## config.mk

```make
export PLATFORM = sky130hd
export DESIGN_NAME = utf16le_to_utf8_transcoder
export DESIGN_NICKNAME = d
export VERILOG_FILES = /design/src/rtl/core/u16u8_pkg.sv /design/src/rtl/core/utf16le_to_utf8_transcoder.sv /design/src/rtl/core/u16u8_encoder.sv /design/src/rtl/core/u16u8_byte_queue.sv
export VERILOG_INCLUDE_DIRS = /design/src /design/src/rtl/core
export SDC_FILE = /design/constraint.sdc
export NUM_CORES = 1
export LEC_CHECK = 0
export ABC_AREA = 1
export CAP_MARGIN = 20
export CORE_MARGIN = 3
export CORE_UTILIZATION = 45
export CTS_BUF_LIST = sky130_fd_sc_hd__clkbuf_16
export DETAILED_ROUTE_END_ITERATION = 10
export DONT_BUFFER_PORTS = 1
export GPL_ROUTABILITY_DRIVEN = 0
export MAX_ROUTING_LAYER = met4
export SLEW_MARGIN = 0
export SYNTH_ARGS = -nofsm -noshare
export SYNTH_HDL_FRONTEND = slang
export SYNTH_SLANG_ARGS = --single-unit
```

## constraint.sdc

```tcl
create_clock -name aclk -period 4.5 [get_ports aclk]
set_input_delay 0.225 -clock aclk [delete_from_list [all_inputs] [get_ports aclk]]
set_output_delay 0.225 -clock aclk [all_outputs]
set_load 0.1 [all_outputs]
```

## src/rtl/core/utf16le_to_utf8_transcoder_defines.svh

```systemverilog
// Assertion helpers shared by the transcoder RTL.
`ifndef UTF16LE_TO_UTF8_TRANSCODER_DEFINES_SVH
`define UTF16LE_TO_UTF8_TRANSCODER_DEFINES_SVH

// Same-cycle implication, checked out of reset.
`define U16U8_ASSERT_IMPL(label, clk, rstn, ante, cons) \
    label: assert property (@(posedge clk) disable iff (!rstn) (ante) |-> (cons)) \
        else $error("u16u8 same-cycle check failed");

// Next-cycle implication, checked out of reset.
`define U16U8_ASSERT_NEXT(label, clk, rstn, ante, cons) \
    label: assert property (@(posedge clk) disable iff (!rstn) (ante) |=> (cons)) \
        else $error("u16u8 next-cycle check failed");

`endif

```

## src/rtl/core/u16u8_pkg.sv

```systemverilog
package u16u8_pkg;

    // Most bytes one code unit can produce: a U+FFFD for a broken pair plus
    // one three-byte BMP character.
    localparam int RUN_MAX = 6;
    localparam int CNT_W   = 3;

    localparam logic [15:0] HIGH_FIRST  = 16'hD800;
    localparam logic [15:0] HIGH_LAST   = 16'hDBFF;
    localparam logic [15:0] LOW_FIRST   = 16'hDC00;
    localparam logic [15:0] LOW_LAST    = 16'hDFFF;
    localparam logic [15:0] REPLACEMENT = 16'hFFFD;
    localparam logic [20:0] SUPP_BASE   = 21'h10000;

    localparam logic [7:0] LEAD2 = 8'hC0;
    localparam logic [7:0] LEAD3 = 8'hE0;
    localparam logic [7:0] LEAD4 = 8'hF0;
    localparam logic [7:0] CONT  = 8'h80;

    typedef logic [7:0] byte_t;

    // Bytes caused by one code unit, in send order from index 0.
    typedef struct packed {
        byte_t [RUN_MAX-1:0] bytes;
        logic  [CNT_W-1:0]   count;
    } run_t;

endpackage

```

## src/rtl/core/utf16le_to_utf8_transcoder.sv

```systemverilog
// UTF-16 code units in, UTF-8 bytes out.
// Input channel (s_valid/s_ready): one 16-bit code unit per word plus
// s_last_unit marking the final unit of a stream. Output channel
// (m_valid/m_ready): one byte per word; m_last_of_run marks the final byte
// produced by one input unit. Units that produce no bytes (a held high
// surrogate, a zero unit) are taken without any output word.
// The first byte of a unit is on m_out_byte in the cycle after the unit is
// accepted. A unit producing N bytes is sent as N words through the single
// output byte port; the next unit is taken in the cycle its predecessor's
// last byte leaves, so units of one byte or less flow at one per cycle
// while m_ready stays high.
// When the receiver stalls, the current byte holds and s_ready stays low
// until the last byte of the run is being taken.
// A high surrogate that is the last unit of a stream is not held but is
// encoded on its own, so nothing is held across streams. Synchronous
// active-low reset empties the output and drops any held surrogate.
module utf16le_to_utf8_transcoder (
    input  logic        aclk,
    input  logic        aresetn,
    input  logic        s_valid,
    output logic        s_ready,
    input  logic [15:0] s_code_unit,
    input  logic        s_last_unit,
    output logic        m_valid,
    input  logic        m_ready,
    output logic [7:0]  m_out_byte,
    output logic        m_last_of_run
);
    import u16u8_pkg::*;

    run_t run;
    logic accept;
    logic can_load;

    assign s_ready = can_load;
    assign accept  = s_valid && can_load;

    // Surrogate handling and byte encoding for the incoming word
    u16u8_encoder u_encoder (
        .aclk      (aclk),
        .aresetn   (aresetn),
        .accept    (accept),
        .code_unit (s_code_unit),
        .last_unit (s_last_unit),
        .run       (run)
    );

    // Holds the encoded run and hands it out one byte per word
    u16u8_byte_queue u_queue (
        .aclk          (aclk),
        .aresetn       (aresetn),
        .load          (accept),
        .run           (run),
        .can_load      (can_load),
        .m_valid       (m_valid),
        .m_ready       (m_ready),
        .m_out_byte    (m_out_byte),
        .m_last_of_run (m_last_of_run)
    );

endmodule

```

## src/rtl/core/u16u8_encoder.sv

```systemverilog
module u16u8_encoder (
    input  logic               aclk,
    input  logic               aresetn,
    input  logic               accept,
    input  logic [15:0]        code_unit,
    input  logic               last_unit,
    output u16u8_pkg::run_t    run
);
    import u16u8_pkg::*;

    typedef struct packed {
        byte_t [2:0] b;
        logic  [1:0] len;
    } bmp_enc_t;

    // UTF-8 for a code point of the basic plane; zero gives no bytes.
    function automatic bmp_enc_t enc_bmp(input logic [15:0] cp);
        bmp_enc_t e;
        e.b   = '0;
        e.len = 2'd0;
        if (cp == 16'h0000) begin
            e.len = 2'd0;
        end else if (cp <= 16'h007F) begin
            e.b[0] = cp[7:0];
            e.len  = 2'd1;
        end else if (cp <= 16'h07FF) begin
            e.b[0] = LEAD2 | {3'b000, cp[10:6]};
            e.b[1] = CONT | {2'b00, cp[5:0]};
            e.len  = 2'd2;
        end else begin
            e.b[0] = LEAD3 | {4'h0, cp[15:12]};
            e.b[1] = CONT | {2'b00, cp[11:6]};
            e.b[2] = CONT | {2'b00, cp[5:0]};
            e.len  = 2'd3;
        end
        return e;
    endfunction

    logic        high_pending_reg, high_pending_next;
    logic [9:0]  held_high_reg, held_high_next;

    logic        is_high, is_low, pair;
    logic [15:0] second_cp;
    logic [20:0] supp_cp;
    bmp_enc_t    second_enc, repl_enc;

    assign is_high = (code_unit >= HIGH_FIRST) && (code_unit <= HIGH_LAST);
    assign is_low  = (code_unit >= LOW_FIRST) && (code_unit <= LOW_LAST);
    assign pair    = high_pending_reg && is_low;

    // Supplementary code point from the held high and this low surrogate
    assign supp_cp = SUPP_BASE + {1'b0, held_high_reg, code_unit[9:0]};

    // Unit handled on its own; a high that is held gives nothing yet
    assign second_cp  = is_low ? REPLACEMENT : code_unit;
    assign repl_enc   = enc_bmp(REPLACEMENT);

    always_comb begin
        second_enc = enc_bmp(second_cp);
        if (is_high && !last_unit) begin
            second_enc.len = 2'd0;
        end
    end

    // Assemble the run of bytes for this unit
    always_comb begin
        run.bytes = '0;
        run.count = '0;
        if (pair) begin
            run.bytes[0] = LEAD4 | {5'b00000, supp_cp[20:18]};
            run.bytes[1] = CONT | {2'b00, supp_cp[17:12]};
            run.bytes[2] = CONT | {2'b00, supp_cp[11:6]};
            run.bytes[3] = CONT | {2'b00, supp_cp[5:0]};
            run.count    = CNT_W'(4);
        end else if (high_pending_reg) begin
            for (int i = 0; i < 3; i++) begin
                run.bytes[i]     = repl_enc.b[i];
                run.bytes[i + 3] = second_enc.b[i];
            end
            run.count = CNT_W'(3) + CNT_W'(second_enc.len);
        end else begin
            for (int i = 0; i < 3; i++) begin
                run.bytes[i] = second_enc.b[i];
            end
            run.count = CNT_W'(second_enc.len);
        end
    end

    // Surrogate hold state, updated per accepted word
    always_comb begin
        high_pending_next = high_pending_reg;
        held_high_next    = held_high_reg;
        if (accept) begin
            high_pending_next = is_high && !last_unit;
            if (is_high && !last_unit) begin
                held_high_next = code_unit[9:0];
            end
        end
    end

    always_ff @(posedge aclk) begin
        if (!aresetn) begin
            high_pending_reg <= 1'b0;
            held_high_reg    <= '0;
        end else begin
            high_pending_reg <= high_pending_next;
            held_high_reg    <= held_high_next;
        end
    end

endmodule

```

## src/rtl/core/u16u8_byte_queue.sv

```systemverilog
`include "utf16le_to_utf8_transcoder_defines.svh"

module u16u8_byte_queue (
    input  logic               aclk,
    input  logic               aresetn,
    input  logic               load,
    input  u16u8_pkg::run_t    run,
    output logic               can_load,
    output logic               m_valid,
    input  logic               m_ready,
    output logic [7:0]         m_out_byte,
    output logic               m_last_of_run
);
    import u16u8_pkg::*;

    byte_t [RUN_MAX-1:0] bytes_reg, bytes_next;
    logic  [CNT_W-1:0]   cnt_reg, cnt_next;
    logic                pop;

    assign m_valid       = (cnt_reg != '0);
    assign pop           = m_valid && m_ready;
    assign can_load      = (cnt_reg == '0) || ((cnt_reg == CNT_W'(1)) && m_ready);
    assign m_out_byte    = bytes_reg[0];
    assign m_last_of_run = (cnt_reg == CNT_W'(1));

    // Load a new run once the old one drains, else shift out one word per pop
    always_comb begin
        bytes_next = bytes_reg;
        cnt_next   = cnt_reg;
        if (load) begin
            bytes_next = run.bytes;
            cnt_next   = run.count;
        end else if (pop) begin
            for (int i = 0; i < RUN_MAX - 1; i++) begin
                bytes_next[i] = bytes_reg[i + 1];
            end
            bytes_next[RUN_MAX-1] = '0;
            cnt_next = cnt_reg - CNT_W'(1);
        end
    end

    always_ff @(posedge aclk) begin
        if (!aresetn) begin
            cnt_reg <= '0;
        end else begin
            cnt_reg <= cnt_next;
        end
    end

    always_ff @(posedge aclk) begin
        bytes_reg <= bytes_next;
    end

    `U16U8_ASSERT_IMPL(a_load_when_free, aclk, aresetn, load,
        (cnt_reg == '0) || ((cnt_reg == CNT_W'(1)) && pop))
    `U16U8_ASSERT_NEXT(a_pop_counts_down, aclk, aresetn, pop && !load,
        cnt_reg == $past(cnt_reg) - CNT_W'(1))
    `U16U8_ASSERT_IMPL(a_count_in_range, aclk, aresetn, 1'b1,
        cnt_reg <= CNT_W'(RUN_MAX))
    `U16U8_ASSERT_NEXT(a_load_takes_run, aclk, aresetn, load,
        cnt_reg == $past(run.count))

endmodule
```

# Word-level counts from Yosys, hierarchy flattened
# Cells that the tools add are included.
totals:
  elab_cells: 52
  ff_bits: 62
  input_bits: 21
  output_inout_bits: 11
op_classes:
  reduce_logical: 14
  addsub: 3
  eq_ne: 1
  n_mux: 19
  magnitude_cmp: 6
op_table:
  columns: ["op", "n"]
  rows:
  - ["$mux 48", 2]
  - ["$mux 16", 4]
  - ["$mux 24", 2]
  - ["$mux 18", 2]
  - ["$mux 35", 1]
  - ["$ge 16x16->1 const B", 2]
  - ["$le 16x16->1 const B", 2]
  - ["$mux 27", 1]
  - ["$add 17x20->21 const A", 1]
  - ["$mux 10", 2]
  - ["$le 16x11->1 const B", 1]
  - ["$le 16x7->1 const B", 1]
  - ["$logic_not 16->1", 1]
  - ["$mux 8", 1]
  - ["$logic_and 1x1->1", 7]
  - ["$mux 3", 2]
  - ["$mux 2", 2]
  - ["$add 2x2->3 const A", 1]
  - ["$eq 3x1->1 const B", 1]
  - ["$logic_not 3->1", 1]
  - ["$reduce_bool 3->1", 1]
  - ["$sub 3x1->3 const B", 1]
  - ["$reduce_and 2->1", 1]
  - ["$reduce_bool 2->1", 1]
  - ["2 further kinds", 2]

# Depth between registers and ports, before layout
depth:
  ltp_word: 15
  depth_mapped: 12
  mapped_depth_nobuf: 12

# Hierarchy
# From an unflattened synthesis, not the netlist that was laid out.
hier_totals:
  hier_cells: 490
  hier_area_um2: 3697.3
modules_own_cells:
  columns: ["mod", "n_inst", "seq_area_each_um2", "cells_each", "area_per_inst_um2"]
  rows:
  - ["u16u8_byte_queue", 1, 1501.4, 242, 2327.2]
  - ["u16u8_encoder", 1, 220.2, 246, 1362.6]
  - ["utf16le_to_utf8_transcoder", 1, 0.0, 2, 7.5]

# Worst setup path after synthesis
# OpenSTA, ideal clock, no wires.
synth_path:
  kind: "register to register"
  start: "register u_queue.cnt_reg[0]"
  end: "register u_queue.cnt_reg[0]"
  t_arrival_ns: 3.689
  synth_period_minus_slack_ns: 3.798
  required_ns: 4.391
  stages_incl_launch_ff: 10
  path_buffers: 0
  path_slack_ns: 0.702
  setup_ns: 0.109
  cell_sequence: "dfxtp_1 > inv_1 > ha_1 > nand2_4 > o21ai_1 > inv_1 > a21oi_1 > nand3_1 > nand2_1 > inv_1"
synth_between:
  word_cells_on_any_way: 11
  cone_classes: "add/sub: 1; eq/ne: 1; mux: 2; reduce/logical: 7"
synth_lines:
  columns: ["element", "line_no", "rtl"]
  rows:
  - ["start, declared", "u16u8_byte_queue.sv:17", "logic [CNT_W-1:0] cnt_reg, cnt_next;"]
  - ["start signal, assigned", "u16u8_byte_queue.sv:46", "cnt_reg <= cnt_next;"]
  - ["$reduce_bool 3->1", "u16u8_byte_queue.sv:20", "assign m_valid = (cnt_reg != '0);"]
  - ["net m_valid", "utf16le_to_utf8_transcoder.sv:24", "output logic m_valid,"]
  - ["$logic_and 1x1->1", "u16u8_byte_queue.sv:21", "assign pop = m_valid && m_ready;"]
  - ["$reduce_bool 2->1 (no source line)", null, null]
# The timed path passes the listed nets, and every way through them passes these cells. The select of a mux whose other input is x is not followed.
# A chain may end at the register's enable or synchronous reset.

==> flow_metrics.py <==
metrics = {
    "run_status": {
        "run_status": "finished clean",
    },
    "flow_run": {
        "maxCapViolCount": 0,
    },
    "cts": {
        "cts_sinks": 60,
        "htreeDepth": 3,
        "clkLatencyLatePin_ns": 0.33,
        "numCtsBuffers": 9,
        "cts_tree": "done",
        "cts-resized-gates": 0,
        "path_clk_slew_ns": 0.05,
        "cts-root-buf": "clkbuf_16",
        "postCtsHoldBufs": 0,
        "cts_max_path_buffers": 2,
        "post_cts_buffers": 0,
    },
    "worst_setup_path": {
        "critPathMaxStageDelay_ns": 0.59,
        "cp-end-kind": "register",
        "crit_path_start_kind": "register",
        "regToRegSetupSlack_ns": 1.77,
        "cp.required_ns": 4.64,
        "path_max_fanout": 38,
        "worstPathCellList": "inv_1 > ha_1 > nand2_2 > o21ai_4 > nand2_4 > nor2_4 > inv_2 > nor2_8 > inv_4 > o21ai_0",
        "arrival_ns": 2.87,
        "critPathBufInv": 3,
        "critPathSlowestCell": "o21ai_4",
        "path_delay_family": "simple AND/OR/NAND/NOR gates",
        "crit_type": "register to register",
    },
    "floorplanning": {
        "die_area_mm2": 0.00873,
        "coreArea_mm2": 0.00733,
        "die_h_um": 93.4,
        "die_w_um": 93.4,
        "rows": 31,
        "ios": 32,
        "start_util_pct": 46.9,
    },
    "pwr": {
        "peakVddDrop_v": 0.000265,
        "power.density_mw_per_mm2": 737,
        "leakagePower_uw": 0.00155,
    },
    "yosys": {
        "synthArstFlopShare_pct": 0,
        "synth_cells": 391,
        "syn_nets": 417,
        "yosysUniqueCellTypes": 41,
        "syn_area_mm2": 0.00344,
        "synth.avg_cell_area_um2": 8.80,
        "ys_seq_area_share_pct": 48.3,
        "ys.flop_type": "edfxtp_1",
        "synth_seq_cells": 60,
        "synth-edff-count": 46,
        "ys.warnings.count": 0,
    },
    "global_routing": {
        "grt_pass1_vias": 2533,
        "grt_pass1_wl_mm": 13.5,
        "grt_overflow_total": 0,
        "grt_start_max_net_pins": 39,
        "grtUsageTotal_pct": 21.1,
        "antenna_found_initial": 0,
    },
    "routing": {
        "first_iter_violations": 171,
        "wl_mm": 8.53,
        "wire_per_inst_um": 17.6,
        "drtPass1Iterations": 4,
        "drc_errors": 0,
        "drtAntennaViolNets": 0,
        "route.vias.total": 2633,
        "routed_via_density": 5.43,
    },
    "sta": {
        "fin_skew_ns": 0.00563,
        "hold_ws_ns": 0.0322,
        "tns_ns": 0,
        "finalCritPeriodShare_pct": 60.6,
        "rsz0062_at_grt": "no",
        "finalCriticalPeriod_ns": 2.73,
        "hold_viol": 0,
        "relSlewSlack_pct": 35.5,
        "tightest_slew_ns": 0.964,
        "final_max_slew_viol_count": 0,
        "max_clock_freq_mhz": 367,
        "setup-violations-final": 0,
    },
    "place": {
        "dpl.hpwl_mm": 6.01,
        "io_buffers": 0,
    },
    "cells_and_area": {
        "diodes": 0,
        "nets": 407,
        "largest_register_ff_count": 38,
        "final_common_cell": "nand2_1",
        "area_growth_syn_to_layout_pct": 7.16,
        "seq_area_mm2": 0.00166,
        "fillCellCount": 686,
        "layout-drive-gt1-share_pct": 15.5,
        "multi_input_area_mm2": 0.00145,
        "final_cell_mix": "88 x nand2_1, 46 x edfxtp_1, 39 x nor2_1",
    },
    "worst_hold_path": {
        "hold_class": "primary input to register",
    },
}
==> cells by family after synthesis <==
logic type / count (synthesis) / share of synthesized area, %
and+or+nand+nor: 173 / 24.9
AOI/OAI and AO/OA: 89 / 14.5
buffers and inverters: 62 / 10.0
DFF: 60 / 48.3
adders and majority gates: 5 / 1.82
xor gates and xnor gates: 2 / 0.509
==> Yosys cell counts, drive strengths merged, types with 5 or more instances <==
master,instances,area (um2)
inv,38,153
nand3,17,113
nor2,55,303
o21ai,50,262
o211ai,5,37.5
buf,19,170
ha,5,62.6
a21oi,25,133
edfxtp,46,1380
dfxtp,14,280
nand2,97,402
==> power breakdown <==
group	leakage [uW]	total, uW	switching [uW]	internal [uW]
combinational	0.000838	770	584	186
sequential	0.000568	1290	346	946
clock	0.000148	654	234	420
total	0.00155	2720	1160	1550
==> per-layer routing <==
metal | track usage (%) | vias up | part of all wire [%]
met1 | 27.6 | 1230 | 44
met5 | - | - | 0
met3 | 5.79 | 14 | 7.8
li1 | - | 1290 | -
met2 | 31.7 | 99 | 46
met4 | 7.33 | 0 | 2.0
==> worst paths after layout <==
path                            from                         end  cells past startpoint
setup / recovery  u_queue.cnt_reg[1]       u_queue.bytes_reg[35]                     10
hold / removal               aresetn  u_encoder.held_high_reg[2]                      2
setup reg to reg  u_queue.cnt_reg[1]       u_queue.bytes_reg[35]                     10
hold reg to reg   u_queue.cnt_reg[1]          u_queue.cnt_reg[1]                      2
==> stage by stage <==
stage	total power, uW	utilization (%)	cells	area, um2	worst slack, ns
floorplan	1990	-	391	3440	0.702
global placement	2060	46.4	469	3400	1.84
detailed placement	2070	46.4	469	3400	1.81
CTS	2730	50.3	485	3690	1.79
global route	2850	50.3	485	3690	1.62
finish	2720	50.3	485	3690	1.77
==> final cells by class <==
class                      instances  area share [%]
timing repair buffer               1           0.204
sequential                        60            45.1
tap                               99            3.36
inverter                          40            4.41
clock buffer                       9            6.11
multi-input combinational        269            39.2
clock inverter                     7            1.63
Power figures use the tool's default switching activity.
